--- src/sv/vrpm_pkg.sv ---
`timescale 1ns / 1ps
// ----------------------------------------------------------------------------
// vrpm_pkg
// Shared types and constants for the valve reference to PWM duty mapper.
// ----------------------------------------------------------------------------
package vrpm_pkg;

    // Field widths of the ports.
    localparam int REF_W      = 10;
    localparam int GAIN_W     = 8;
    localparam int CNT_W      = 5;
    localparam int IDX_W      = 4;
    localparam int TGT_W      = 11;
    localparam int SPD_W      = 10;
    localparam int CFG_IDX_W  = 3;
    localparam int CFG_DATA_W = 10;

    // Sizes and scale factors.
    localparam int TABLE_DEPTH_DEF = 16;
    localparam int DUTY_MAX        = 1000;
    localparam int GAIN_FULL_SCALE = 255;
    localparam int REF_MAX         = 1000;
    localparam int PER_MILLE       = 1000;
    localparam int SPEED_MAX       = 1000;

    // Register reset values.
    localparam logic [GAIN_W-1:0] GAIN_MIN_RST   = 8'd0;
    localparam logic [GAIN_W-1:0] GAIN_MAX_RST   = 8'd255;
    localparam logic [REF_W-1:0]  LIMIT_LOW_RST  = 10'd0;
    localparam logic [REF_W-1:0]  LIMIT_HIGH_RST = 10'd1000;
    localparam logic [CNT_W-1:0]  COUNT_RST      = 5'd0;

    // Register indexes on the configuration port.
    localparam logic [CFG_IDX_W-1:0] REG_POS_GAIN_MIN = 3'd0;
    localparam logic [CFG_IDX_W-1:0] REG_POS_GAIN_MAX = 3'd1;
    localparam logic [CFG_IDX_W-1:0] REG_NEG_GAIN_MIN = 3'd2;
    localparam logic [CFG_IDX_W-1:0] REG_NEG_GAIN_MAX = 3'd3;
    localparam logic [CFG_IDX_W-1:0] REG_LIMIT_LOW    = 3'd4;
    localparam logic [CFG_IDX_W-1:0] REG_LIMIT_HIGH   = 3'd5;
    localparam logic [CFG_IDX_W-1:0] REG_TABLE_COUNT  = 3'd6;

    // Request kinds.
    localparam logic ACT_LOAD = 1'b0;
    localparam logic ACT_STEP = 1'b1;

    // Working value width of the datapath and of the multiply-divide unit.
    localparam int V_W      = 23;
    localparam int MA_W     = 12;
    localparam int MB_W     = V_W;
    localparam int MD_W     = 17;
    localparam int DIV_BITS = 4;
    localparam int DIV_STEPS = (MA_W + MB_W + DIV_BITS - 1) / DIV_BITS;
    localparam int PROD_W   = DIV_STEPS * DIV_BITS;
    localparam int STEP_W   = $clog2(DIV_STEPS);

    typedef logic signed [V_W-1:0] val_t;

    // One breakpoint as stored in the table memory.
    typedef struct packed {
        logic [REF_W-1:0] ref_val;
        logic [REF_W-1:0] duty_val;
    } entry_t;

    // Multiply-divide request: q = trunc(a * b / d), zero when d is zero.
    typedef struct packed {
        logic                   start;
        logic signed [MA_W-1:0] a;
        logic signed [MB_W-1:0] b;
        logic signed [MD_W-1:0] d;
    } md_req_t;

    typedef struct packed {
        logic done;
        val_t q;
    } md_rsp_t;

    // Operations run on the shared unit, in order.
    typedef enum logic [2:0] {
        OP_SPEED = 3'd0,
        OP_MAG   = 3'd1,
        OP_FRAC  = 3'd2,
        OP_REF   = 3'd3,
        OP_REL   = 3'd4,
        OP_DUTY  = 3'd5
    } op_t;

endpackage

--- src/sv/vrpm_ram.sv ---
`timescale 1ns / 1ps
// ----------------------------------------------------------------------------
// vrpm_ram
// Generic single-write, single-read memory with a registered read port.
// ----------------------------------------------------------------------------
module vrpm_ram #(
    parameter int WIDTH = 20,
    parameter int DEPTH = 16
) (
    input  logic                     clk,
    input  logic                     we,
    input  logic [$clog2(DEPTH)-1:0] waddr,
    input  logic [WIDTH-1:0]         wdata,
    input  logic [$clog2(DEPTH)-1:0] raddr,
    output logic [WIDTH-1:0]         rdata
);

    logic [WIDTH-1:0] mem_reg [DEPTH];

    // Write port and registered read port.
    always_ff @(posedge clk)
    begin
        if (we)
        begin
            mem_reg[waddr] <= wdata;
        end
        rdata <= mem_reg[raddr];
    end

endmodule

--- src/sv/vrpm_muldiv.sv ---
`timescale 1ns / 1ps
// ----------------------------------------------------------------------------
// vrpm_muldiv
// Shared signed multiply-divide unit: a multiply state, then a restoring
// divider that retires DIV_BITS quotient bits per cycle. Truncates toward zero.
// ----------------------------------------------------------------------------
module vrpm_muldiv (
    input  logic              clk,
    input  logic              rst_n,
    input  vrpm_pkg::md_req_t req,
    output vrpm_pkg::md_rsp_t rsp
);
    import vrpm_pkg::*;

    typedef enum logic [3:0] {
        MD_IDLE = 4'b0001,
        MD_MUL  = 4'b0010,
        MD_DIV  = 4'b0100,
        MD_DONE = 4'b1000
    } md_state_t;

    md_state_t          state_reg, state_next;
    logic [STEP_W-1:0]  step_reg, step_next;
    logic [MA_W-1:0]    ma_reg;
    logic [MB_W-1:0]    mb_reg;
    logic [MD_W-1:0]    dm_reg;
    logic               neg_reg;
    logic               dzero_reg;
    logic [MA_W+MB_W-1:0] prod;
    logic [PROD_W-1:0]  dv_reg, dv_next;
    logic [MD_W-1:0]    rem_reg, rem_next;
    logic [MD_W:0]      trial;
    logic [V_W-1:0]     q_mag;

    // Magnitude product; signs are handled apart.
    assign prod = ma_reg * mb_reg;

    // DIV_BITS restoring steps. The quotient shifts in at the bottom of the
    // dividend register as the dividend bits leave at the top.
    always_comb
    begin
        rem_next = rem_reg;
        dv_next  = dv_reg;
        trial    = '0;
        for (int i = 0; i < DIV_BITS; i++)
        begin
            trial = {rem_next, dv_next[PROD_W-1]};
            if (trial >= {1'b0, dm_reg})
            begin
                rem_next = MD_W'(trial - {1'b0, dm_reg});
                dv_next  = {dv_next[PROD_W-2:0], 1'b1};
            end
            else
            begin
                rem_next = trial[MD_W-1:0];
                dv_next  = {dv_next[PROD_W-2:0], 1'b0};
            end
        end
    end

    // Sequencer.
    always_comb
    begin
        state_next = state_reg;
        step_next  = step_reg;
        unique case (state_reg)
            MD_IDLE:
            begin
                if (req.start)
                begin
                    state_next = MD_MUL;
                end
            end
            MD_MUL:
            begin
                step_next  = '0;
                state_next = dzero_reg ? MD_DONE : MD_DIV;
            end
            MD_DIV:
            begin
                step_next = step_reg + 1'b1;
                if (step_reg == STEP_W'(DIV_STEPS - 1))
                begin
                    state_next = MD_DONE;
                end
            end
            MD_DONE:
            begin
                state_next = MD_IDLE;
            end
            default:
            begin
                state_next = MD_IDLE;
            end
        endcase
    end

    always_ff @(posedge clk or negedge rst_n)
    begin
        if (!rst_n)
        begin
            state_reg <= MD_IDLE;
            step_reg  <= '0;
        end
        else
        begin
            state_reg <= state_next;
            step_reg  <= step_next;
        end
    end

    // Operand capture and datapath registers.
    always_ff @(posedge clk)
    begin
        if (state_reg == MD_IDLE && req.start)
        begin
            ma_reg    <= MA_W'(req.a[MA_W-1] ? -req.a : req.a);
            mb_reg    <= MB_W'(req.b[MB_W-1] ? -req.b : req.b);
            dm_reg    <= MD_W'(req.d[MD_W-1] ? -req.d : req.d);
            neg_reg   <= req.a[MA_W-1] ^ req.b[MB_W-1] ^ req.d[MD_W-1];
            dzero_reg <= (req.d == '0);
        end
        if (state_reg == MD_MUL)
        begin
            dv_reg  <= dzero_reg ? '0 : PROD_W'(prod);
            rem_reg <= '0;
        end
        if (state_reg == MD_DIV)
        begin
            dv_reg  <= dv_next;
            rem_reg <= rem_next;
        end
    end

    assign q_mag    = dv_reg[V_W-1:0];
    assign rsp.done = (state_reg == MD_DONE);
    assign rsp.q    = neg_reg ? val_t'(-q_mag) : val_t'(q_mag);

    // A new request only lands on an idle unit.
    a_start_idle: assert property (@(posedge clk) disable iff (!rst_n)
        req.start |-> state_reg == MD_IDLE)
        else $error("multiply-divide request while busy");

    // The divider never runs past its last step.
    a_step_range: assert property (@(posedge clk) disable iff (!rst_n)
        state_reg == MD_DIV |-> step_reg < STEP_W'(DIV_STEPS))
        else $error("divider step out of range");

    // A zero divisor gives a zero quotient.
    a_dzero_result: assert property (@(posedge clk) disable iff (!rst_n)
        state_reg == MD_DONE && dzero_reg |-> rsp.q == '0)
        else $error("nonzero quotient for zero divisor");

endmodule

--- src/sv/valve_reference_pwm_mapper_core.sv ---
`timescale 1ns / 1ps
// ----------------------------------------------------------------------------
// valve_reference_pwm_mapper_core
// Maps a signed valve target to a reference and then, through a breakpoint
// table with linear interpolation, to a PWM duty.
// ----------------------------------------------------------------------------
// A load request writes its breakpoint and leaves the block idle. A step runs
// the speed, magnitude, fraction and reference operations when enabled with a
// nonzero target, then walks the breakpoints in use and interpolates; with fewer
// than two breakpoints it skips the walk and gives a zero duty. The next request
// is taken in the cycle after the result is registered. The divider retires 4
// quotient bits a cycle and is skipped for a zero divisor. Reset restores the
// register defaults; the table is not cleared.
module valve_reference_pwm_mapper_core #(
    parameter int TABLE_DEPTH = vrpm_pkg::TABLE_DEPTH_DEF
) (
    input  logic                               clk,
    input  logic                               rst_n,
    // Configuration port
    input  logic                               cfg_we,
    input  logic [vrpm_pkg::CFG_IDX_W-1:0]     cfg_index,
    input  logic [vrpm_pkg::CFG_DATA_W-1:0]    cfg_wdata,
    // Request channel
    input  logic                               item_valid,
    output logic                               item_ready,
    input  logic                               action,
    input  logic [vrpm_pkg::IDX_W-1:0]         entry_index,
    input  logic [vrpm_pkg::REF_W-1:0]         entry_ref,
    input  logic [vrpm_pkg::REF_W-1:0]         entry_duty,
    input  logic                               enabled,
    input  logic signed [vrpm_pkg::TGT_W-1:0]  target,
    input  logic [vrpm_pkg::SPD_W-1:0]         speed_scale,
    // Result channel
    output logic                               result_valid,
    input  logic                               result_ready,
    output logic [vrpm_pkg::REF_W-1:0]         duty,
    output logic [vrpm_pkg::REF_W-1:0]         reference
);
    import vrpm_pkg::*;

    localparam int AW = $clog2(TABLE_DEPTH);
    localparam int CW = $clog2(TABLE_DEPTH + 1);

    typedef enum logic [4:0] {
        ST_IDLE  = 5'b00001,
        ST_ISSUE = 5'b00010,
        ST_WAIT  = 5'b00100,
        ST_SCAN  = 5'b01000,
        ST_OUT   = 5'b10000
    } state_t;

    function automatic logic [REF_W-1:0] clamp_ref(input val_t v);
        logic [REF_W-1:0] r;
        if (v < 0)
        begin
            r = '0;
        end
        else if (int'(v) > REF_MAX)
        begin
            r = REF_W'(REF_MAX);
        end
        else
        begin
            r = REF_W'(v);
        end
        return r;
    endfunction

    function automatic logic [REF_W-1:0] clamp_duty(input val_t v);
        logic [REF_W-1:0] r;
        if (v < 0)
        begin
            r = '0;
        end
        else if (int'(v) > DUTY_MAX)
        begin
            r = REF_W'(DUTY_MAX);
        end
        else
        begin
            r = REF_W'(v);
        end
        return r;
    endfunction

    // Control state
    state_t             state_reg, state_next;
    op_t                op_reg, op_next;
    logic               out_valid_reg;
    logic [CW-1:0]      cnt_reg;
    logic               scan_dv_reg;
    logic               hi_found_reg;

    // Configuration registers
    logic [GAIN_W-1:0]  pos_gain_min_reg, pos_gain_max_reg;
    logic [GAIN_W-1:0]  neg_gain_min_reg, neg_gain_max_reg;
    logic [REF_W-1:0]   limit_low_reg, limit_high_reg;
    logic [CNT_W-1:0]   table_count_reg;

    // Step operands and working values
    logic [GAIN_W-1:0]  gmin_reg, gmax_reg;
    logic [REF_W-1:0]   lim_reg;
    logic [REF_W-1:0]   mid_reg;
    logic [TGT_W-1:0]   mag_reg;
    logic [SPD_W-1:0]   speed_reg;
    val_t               t_reg;
    logic [REF_W-1:0]   x_reg;
    logic [REF_W-1:0]   res_duty_reg;
    logic [AW-1:0]      didx_reg;
    entry_t             first_reg, lo_reg, hi_reg;
    logic [REF_W-1:0]   duty_reg, reference_reg;

    // Combinational helpers
    logic               step_accept, load_accept;
    logic               tgt_neg, tgt_nonzero, math_needed;
    logic signed [REF_W+1:0] lim_diff, lim_half, mid_full;
    logic [REF_W-1:0]   mid_now;
    logic [CW-1:0]      n_count, n_last;
    logic               short_table, scan_issue, scan_last, scan_mid_idx;
    logic               ram_we;
    logic [AW-1:0]      ram_waddr, ram_raddr;
    entry_t             ram_wdata, rd_entry;
    logic [$bits(entry_t)-1:0] ram_rdata;
    md_req_t            md_req;
    md_rsp_t            md_rsp;
    val_t               base, sum;

    assign item_ready  = (state_reg == ST_IDLE);
    assign step_accept = item_valid && item_ready && (action == ACT_STEP);
    assign load_accept = item_valid && item_ready && (action == ACT_LOAD);

    // Midpoint of the limits, halving toward zero.
    assign lim_diff = signed'({2'b00, limit_high_reg}) - signed'({2'b00, limit_low_reg});
    assign lim_half = (lim_diff + ((lim_diff < 0) ? 12'sd1 : 12'sd0)) >>> 1;
    assign mid_full = lim_half + signed'({2'b00, limit_low_reg});
    assign mid_now  = mid_full[REF_W-1:0];

    assign tgt_neg     = target[TGT_W-1];
    assign tgt_nonzero = (target != '0);
    assign math_needed = enabled && tgt_nonzero;

    // Breakpoints in use, saturated at the table depth.
    assign n_count = (int'(table_count_reg) > TABLE_DEPTH) ? CW'(TABLE_DEPTH)
                                                          : CW'(table_count_reg);
    assign n_last      = n_count - CW'(1);
    assign short_table = (n_count < CW'(2));
    assign scan_issue  = (state_reg == ST_SCAN) && !short_table && (cnt_reg < n_count);
    assign scan_last   = scan_dv_reg && (CW'(didx_reg) == n_last);
    assign scan_mid_idx = (CW'(didx_reg) < n_last);

    // Breakpoint table.
    assign ram_we    = load_accept && (int'(entry_index) < TABLE_DEPTH);
    assign ram_waddr = AW'(entry_index);
    assign ram_wdata = '{ref_val: entry_ref, duty_val: entry_duty};
    assign ram_raddr = cnt_reg[AW-1:0];
    assign rd_entry  = entry_t'(ram_rdata);

    vrpm_ram #(
        .WIDTH ($bits(entry_t)),
        .DEPTH (TABLE_DEPTH)
    ) u_table (
        .clk   (clk),
        .we    (ram_we),
        .waddr (ram_waddr),
        .wdata (ram_wdata),
        .raddr (ram_raddr),
        .rdata (ram_rdata)
    );

    // Operand selection for the shared multiply-divide unit.
    always_comb
    begin
        md_req.start = (state_reg == ST_ISSUE);
        md_req.a     = '0;
        md_req.b     = '0;
        md_req.d     = MD_W'(PER_MILLE);
        base         = '0;
        unique case (op_reg)
            OP_SPEED:
            begin
                md_req.a = MA_W'(gmax_reg) - MA_W'(gmin_reg);
                md_req.b = MB_W'(speed_reg);
                base     = V_W'(gmin_reg);
            end
            OP_MAG:
            begin
                md_req.a = MA_W'(t_reg) - MA_W'(gmin_reg);
                md_req.b = MB_W'(mag_reg);
                base     = V_W'(gmin_reg);
            end
            OP_FRAC:
            begin
                md_req.a = MA_W'(t_reg);
                md_req.b = MB_W'(PER_MILLE);
                md_req.d = MD_W'(GAIN_FULL_SCALE);
            end
            OP_REF:
            begin
                md_req.a = MA_W'(lim_reg) - MA_W'(mid_reg);
                md_req.b = t_reg;
                base     = V_W'(mid_reg);
            end
            OP_REL:
            begin
                md_req.a = MA_W'(x_reg) - MA_W'(lo_reg.ref_val);
                md_req.b = MB_W'(PER_MILLE);
                md_req.d = MD_W'(hi_reg.ref_val) - MD_W'(lo_reg.ref_val);
            end
            OP_DUTY:
            begin
                md_req.a = MA_W'(hi_reg.duty_val) - MA_W'(lo_reg.duty_val);
                md_req.b = t_reg;
                base     = V_W'(lo_reg.duty_val);
            end
            default:
            begin
                md_req.a = '0;
            end
        endcase
    end

    assign sum = base + md_rsp.q;

    vrpm_muldiv u_muldiv (
        .clk   (clk),
        .rst_n (rst_n),
        .req   (md_req),
        .rsp   (md_rsp)
    );

    // Sequencer.
    always_comb
    begin
        state_next = state_reg;
        op_next    = op_reg;
        unique case (state_reg)
            ST_IDLE:
            begin
                if (step_accept)
                begin
                    op_next    = OP_SPEED;
                    state_next = math_needed ? ST_ISSUE : ST_SCAN;
                end
            end
            ST_ISSUE:
            begin
                state_next = ST_WAIT;
            end
            ST_WAIT:
            begin
                if (md_rsp.done)
                begin
                    unique case (op_reg)
                        OP_SPEED: begin op_next = OP_MAG;  state_next = ST_ISSUE; end
                        OP_MAG:   begin op_next = OP_FRAC; state_next = ST_ISSUE; end
                        OP_FRAC:  begin op_next = OP_REF;  state_next = ST_ISSUE; end
                        OP_REF:   begin state_next = ST_SCAN; end
                        OP_REL:   begin op_next = OP_DUTY; state_next = ST_ISSUE; end
                        OP_DUTY:  begin state_next = ST_OUT; end
                        default:  begin state_next = ST_IDLE; end
                    endcase
                end
            end
            ST_SCAN:
            begin
                if (short_table)
                begin
                    state_next = ST_OUT;
                end
                else if (scan_last)
                begin
                    op_next    = OP_REL;
                    state_next = ST_ISSUE;
                end
            end
            ST_OUT:
            begin
                if (!out_valid_reg || result_ready)
                begin
                    state_next = ST_IDLE;
                end
            end
            default:
            begin
                state_next = ST_IDLE;
            end
        endcase
    end

    // Control registers and configuration writes.
    always_ff @(posedge clk or negedge rst_n)
    begin
        if (!rst_n)
        begin
            state_reg        <= ST_IDLE;
            op_reg           <= OP_SPEED;
            out_valid_reg    <= 1'b0;
            cnt_reg          <= '0;
            scan_dv_reg      <= 1'b0;
            hi_found_reg     <= 1'b0;
            pos_gain_min_reg <= GAIN_MIN_RST;
            pos_gain_max_reg <= GAIN_MAX_RST;
            neg_gain_min_reg <= GAIN_MIN_RST;
            neg_gain_max_reg <= GAIN_MAX_RST;
            limit_low_reg    <= LIMIT_LOW_RST;
            limit_high_reg   <= LIMIT_HIGH_RST;
            table_count_reg  <= COUNT_RST;
        end
        else
        begin
            state_reg <= state_next;
            op_reg    <= op_next;

            if (cfg_we)
            begin
                unique case (cfg_index)
                    REG_POS_GAIN_MIN: pos_gain_min_reg <= cfg_wdata[GAIN_W-1:0];
                    REG_POS_GAIN_MAX: pos_gain_max_reg <= cfg_wdata[GAIN_W-1:0];
                    REG_NEG_GAIN_MIN: neg_gain_min_reg <= cfg_wdata[GAIN_W-1:0];
                    REG_NEG_GAIN_MAX: neg_gain_max_reg <= cfg_wdata[GAIN_W-1:0];
                    REG_LIMIT_LOW:    limit_low_reg    <= cfg_wdata[REF_W-1:0];
                    REG_LIMIT_HIGH:   limit_high_reg   <= cfg_wdata[REF_W-1:0];
                    REG_TABLE_COUNT:  table_count_reg  <= cfg_wdata[CNT_W-1:0];
                    default:          ;
                endcase
            end

            // Output register: loaded when the result is done and the slot is free.
            if (state_reg == ST_OUT && (!out_valid_reg || result_ready))
            begin
                out_valid_reg <= 1'b1;
            end
            else if (result_ready)
            begin
                out_valid_reg <= 1'b0;
            end

            // Table walk: one read issued per cycle.
            if (step_accept)
            begin
                cnt_reg      <= '0;
                hi_found_reg <= 1'b0;
            end
            else if (scan_issue)
            begin
                cnt_reg <= cnt_reg + 1'b1;
            end
            scan_dv_reg <= scan_issue;

            if (scan_dv_reg && didx_reg != '0 && rd_entry.ref_val >= x_reg)
            begin
                hi_found_reg <= 1'b1;
            end
        end
    end

    // Datapath registers.
    always_ff @(posedge clk)
    begin
        // Capture the direction-specific operands of a step.
        if (step_accept)
        begin
            gmin_reg  <= tgt_neg ? neg_gain_min_reg : pos_gain_min_reg;
            gmax_reg  <= tgt_neg ? neg_gain_max_reg : pos_gain_max_reg;
            lim_reg   <= tgt_neg ? limit_low_reg : limit_high_reg;
            mid_reg   <= mid_now;
            mag_reg   <= TGT_W'(tgt_neg ? -target : target);
            speed_reg <= (int'(speed_scale) > SPEED_MAX) ? SPD_W'(SPEED_MAX) : speed_scale;
            x_reg     <= clamp_ref(V_W'(mid_now));
        end

        // Results of the shared unit.
        if (state_reg == ST_WAIT && md_rsp.done)
        begin
            case (op_reg)
                OP_REF:  x_reg        <= clamp_ref(sum);
                OP_DUTY: res_duty_reg <= clamp_duty(sum);
                default: t_reg        <= sum;
            endcase
        end

        if (state_reg == ST_SCAN && short_table)
        begin
            res_duty_reg <= '0;
        end

        // Walk the table: remember the first entry, the last entry below the
        // reference and the first entry at or above it.
        if (scan_issue)
        begin
            didx_reg <= cnt_reg[AW-1:0];
        end
        if (scan_dv_reg)
        begin
            if (didx_reg == '0)
            begin
                first_reg <= rd_entry;
            end
            if (scan_mid_idx && rd_entry.ref_val < x_reg)
            begin
                lo_reg <= rd_entry;
            end
            if (didx_reg != '0 && rd_entry.ref_val >= x_reg && !hi_found_reg && !scan_last)
            begin
                hi_reg <= rd_entry;
            end
            // At the last entry settle the pair, clamping at both ends.
            if (scan_last)
            begin
                if (x_reg <= first_reg.ref_val)
                begin
                    lo_reg <= first_reg;
                    hi_reg <= first_reg;
                end
                else if (x_reg >= rd_entry.ref_val)
                begin
                    lo_reg <= rd_entry;
                    hi_reg <= rd_entry;
                end
                else if (!hi_found_reg)
                begin
                    hi_reg <= rd_entry;
                end
            end
        end

        if (state_reg == ST_OUT && (!out_valid_reg || result_ready))
        begin
            duty_reg      <= res_duty_reg;
            reference_reg <= x_reg;
        end
    end

    assign result_valid = out_valid_reg;
    assign duty         = duty_reg;
    assign reference    = reference_reg;

    // A step request makes the block busy in the next cycle.
    a_step_busy: assert property (@(posedge clk) disable iff (!rst_n)
        step_accept |=> !item_ready)
        else $error("ready after a step request was taken");

    // The reported reference is always within the clamp range.
    a_ref_range: assert property (@(posedge clk) disable iff (!rst_n)
        result_valid |-> int'(reference) <= REF_MAX)
        else $error("reference above its clamp");

    // Table reads stay within the breakpoints in use.
    a_scan_index: assert property (@(posedge clk) disable iff (!rst_n)
        scan_dv_reg |-> CW'(didx_reg) < n_count)
        else $error("table read beyond the breakpoints in use");

    // The unit only finishes while the sequencer waits for it.
    a_done_wait: assert property (@(posedge clk) disable iff (!rst_n)
        md_rsp.done |-> state_reg == ST_WAIT)
        else $error("multiply-divide result outside the wait state");

endmodule

--- config.mk ---
export PLATFORM = sky130hd
export DESIGN_NAME = valve_reference_pwm_mapper_core
export DESIGN_NICKNAME = d
export VERILOG_FILES = /design/src/sv/vrpm_pkg.sv /design/src/sv/vrpm_ram.sv /design/src/sv/vrpm_muldiv.sv /design/src/sv/valve_reference_pwm_mapper_core.sv
export SDC_FILE = /design/constraint.sdc
export NUM_CORES = 2
export LEC_CHECK = 0
export BUFFER_PORTS_ARGS = -buffer_cell sky130_fd_sc_hd__buf_2
export CORE_ASPECT_RATIO = 0.75
export CORE_MARGIN = 2
export CORE_UTILIZATION = 45
export DETAILED_ROUTE_END_ITERATION = 10
export GPL_ROUTABILITY_DRIVEN = 0
export GPL_TIMING_DRIVEN = 0
export PLACE_DENSITY = 0.62
export SLEW_MARGIN = 20
export SYNTH_ARGS = -nofsm -noshare
export SYNTH_HDL_FRONTEND = slang
export SYNTH_SLANG_ARGS = --single-unit
export TNS_END_PERCENT = 1
--- constraint.sdc ---
create_clock -name clk -period 11.7 [get_ports clk]
set_input_delay 1.755 -clock clk [delete_from_list [all_inputs] [get_ports clk]]
set_output_delay 1.755 -clock clk [all_outputs]
set_load 0.01 [all_outputs]
==> flow_summary.toml <==
[timing]
tightest_slew_ns = 1.126
fmax_mhz = 89.07
finalHoldViolCount = 0
fin_hold_ws_ns = 0.4391
finalMaxSlewViolations = 0
max_slew_headroom_at_the_worst_pin = 0.2474
final-setup-viol-count = 0
unrepaired_setup_endpoints_after_global_routing = "false"
fin_crit_sh = 0.9596
period_minus_slack_ns = 11.23
final.setup.worst_slack_ns = 0.4727
final.setup_skew_ns = 0.03535

[grt]
grt_start_max_net_pins = 71
antenna_found_initial = 6
overall_overflow_remaining_after_global_route = 0
grt_pass1_wl_um = 201000
grt_pass1_vias = 32011
grt_usage = 0.2512

[pwr]
maximum_vdd_drop_mv = 0.2714
internal-power_mw = 7.715
switching_share = 0.4248
power.leakage_nw = 20.22
powerDensity_nw_per_um2 = 258.1
p_seq_frac = 0.253
comb_power_share = 0.557
netSwitchingPower_mw = 5.698
share_clk_of_total_power = 0.190

[drt]
dr_total_vias = 32915
first_iter_violations = 3596
wl_per_cell_um = 23.50
firstDrtPassIters = 6
avgViaCountPerCell = 5.902
final_antenna_net_count = 0
final_wirelength_um = 131100
post-route-drc-count = 0

[die]
die_x_um = 374.7
placeableCoreArea_sq_um = 101700
die_height_um = 282.0
floorplan.initialDensity = 0.4559
floorplan.die_area_sq_um = 105700
standard_cell_row_count = 101
boundary_pins = 87

[setup_path]
cp_slowest_cell = "sky130_fd_sc_hd__nor2_1"
critPathKind = "reg2reg"
critical_path.startpoint_type = "flop"
end_kind = "flop"
rr_startpoint = "u_muldiv.dm_reg[1]"
critical_path_required_ns = 12.18
worst_path_largest_cell_delay_ns = 0.65
ff2ff_setup_slack_ns = 0.47
crit_path_max_fanout = 10
timing.critical_path.arrival_ns = 11.70
crit_path_start = "u_muldiv.dm_reg[1]"

[synth]
number_of_synthesized_flops_with_an_enable_pin = 591
synthFlopType = "sky130_fd_sc_hd__edfxtp_1"
synth-async-reset-ratio = 0.1138
synth.lib_cells_used.distinct = 98
syn_inst = 3985
synth.cell_area_sq_um = 46380
ys_seq_elements = 712
post_synth.cell_area_avg_sq_um = 11.64
synth_seq_area_share = 0.4443
yosys_warnings = 0

[clock_network]
ctsLongestPathBuffers = 3
cts_tree = "done"
clk_root_buffer_cell = "sky130_fd_sc_hd__clkbuf_16"
post_cts_clock_slew_at_the_launch_and_capture_registers_of_the_worst_setup_and_hold_paths_ns = 0.06
htree_num_levels = 3
number_of_cts_inserted_buffers = 72
clock-sinks = 712
cts_setup_buffers = 0
worstSkewPairLatency_ns = 0.68

[hold_path]
path_type_of_the_worst_min_delay_path = "reg2reg"
hold_path.startpoint = "res_duty_reg[4]"

[run_status]
status = "complete, no violations"

[cells_and_area]
layout.cells.most_common = "sky130_fd_sc_hd__edfxtp_1"
largest_register_ffs = 320
area_delta_synth_final_pct = 12.05
final_cell_mix = "591 x sky130_fd_sc_hd__edfxtp_1, 391 x sky130_fd_sc_hd__nand2_1, 361 x sky130_fd_sc_hd__inv_1"
final_util = 0.5108
design.final.nets = 4729
fin_cells = 5577
ratio_of_cells_with_drive_above_1_in_the_final_layout = 0.1424

[run]
drv_cap = 0

[placement]
io_buffer_count = 84
preCtsSetupSlack_ns = -0.8092
dp_hpwl_um = 100500
inst_count_dp = 5443
[final timing paths]
check                                        to  cells past startpoint
hold / removal                          duty[4]                      0
hold reg to reg                         duty[4]                      0
setup / recovery           u_muldiv.rem_reg[12]                     38
min in group asynchronous    table_count_reg[4]                      1
setup reg to reg           u_muldiv.rem_reg[12]                     38
max in group asynchronous     limit_high_reg[9]                      2
[power groups by stage]
stage          logic, mW  clock network [mW]  registers (mW)
2_1_floorplan       5.24                   0            3.34
3_3_place_gp        7.16                   0            3.45
3_5_place_dp        7.23                   0            3.44
4_1_cts             7.32                2.59            3.38
5_1_grt             8.20                2.69            3.41
6_report            7.48                2.55            3.39
[final cells by class]
cell class	instances	area (sq um)
Inverter	363	1363
Clock buffer	88	1956
Sequential cell	712	20610
Buffer	156	610.6
Fill cell	8850	49760
Antenna cell	2	5.005
Clock inverter	46	665.6
Multi-Input combinational cell	2756	24060
Tap cell	1339	1675
Timing Repair Buffer	115	1020
[cells by family (layout without fill, tap and decap cells)]
group           Yosys count  in the layout  share of synthesized area
mux                     214            214                    0.07576
simple gates           1094           1094                     0.1157
buf+inv                 521            768                    0.04230
flops                   712            712                     0.4443
fa+ha+maj               488            488                     0.1678
xor+xnor                226            226                    0.04298
compound gates          729            729                     0.1111
other cells               1              7                 0.00008086
[critical path, delay by kind of cell (launching register included)]
family                   cells  cell delay (ns)
AO/OA/AOI/OAI               22             5.72
AND/OR/NAND/NOR              7             1.77
adder cells (fa/ha/maj)      4             1.49
buffers and inverters        3             0.96
flip-flops                   1             0.49
multiplexers                 1             0.44
XOR/XNOR                     1             0.15
[stage by stage]
| step | setup TNS, ns | instance area [sq um] | total power [mW] |
|---|---|---|---|
| 2_1_floorplan | 0 | 46390 | 8.583 |
| 3_3_place_gp | -8.561 | 48490 | 10.61 |
| 3_5_place_dp | -9.997 | 49250 | 10.67 |
| 4_1_cts | 0 | 51890 | 13.29 |
| 5_1_grt | 0 | 51960 | 14.29 |
| 6_report | 0 | 51960 | 13.41 |
[timing repair]
item / CTS / global route
resized for setup: 7 / 17
hold endpoints to repair: 0 / 0
endpoints found under the setup margin: 18 / 18
hold buffers: 0 / 0
[per-layer routing]
layer,vias up,part of all wire,global-route usage
met5,-,0.00021,0
met4,4,0.017,0.04435
met3,164,0.093,0.05022
met2,1400,0.42,0.3677
met1,16461,0.47,0.3885
li1,14886,-,-
[Yosys cell counts (all sizes together), types with 38 or more instances]
cell,n,share of area
a21o,53,0.0086
a21oi,137,0.015
and2,94,0.013
clkbuf,144,0.012
dfrtp,57,0.031
dfxtp,40,0.017
edfxtp,591,0.38
fa,223,0.096
ha,265,0.071
inv,362,0.029
mux2,96,0.023
mux4,100,0.049
nand2,392,0.032
nand2b,39,0.0053
nand3,67,0.0073
nor2,203,0.016
nor3,80,0.0087
o21a,38,0.0062
o21ai,142,0.015
o221a,42,0.010
xnor2,127,0.024
xor2,98,0.019
No activity file was read; power rests on OpenSTA's default activity.
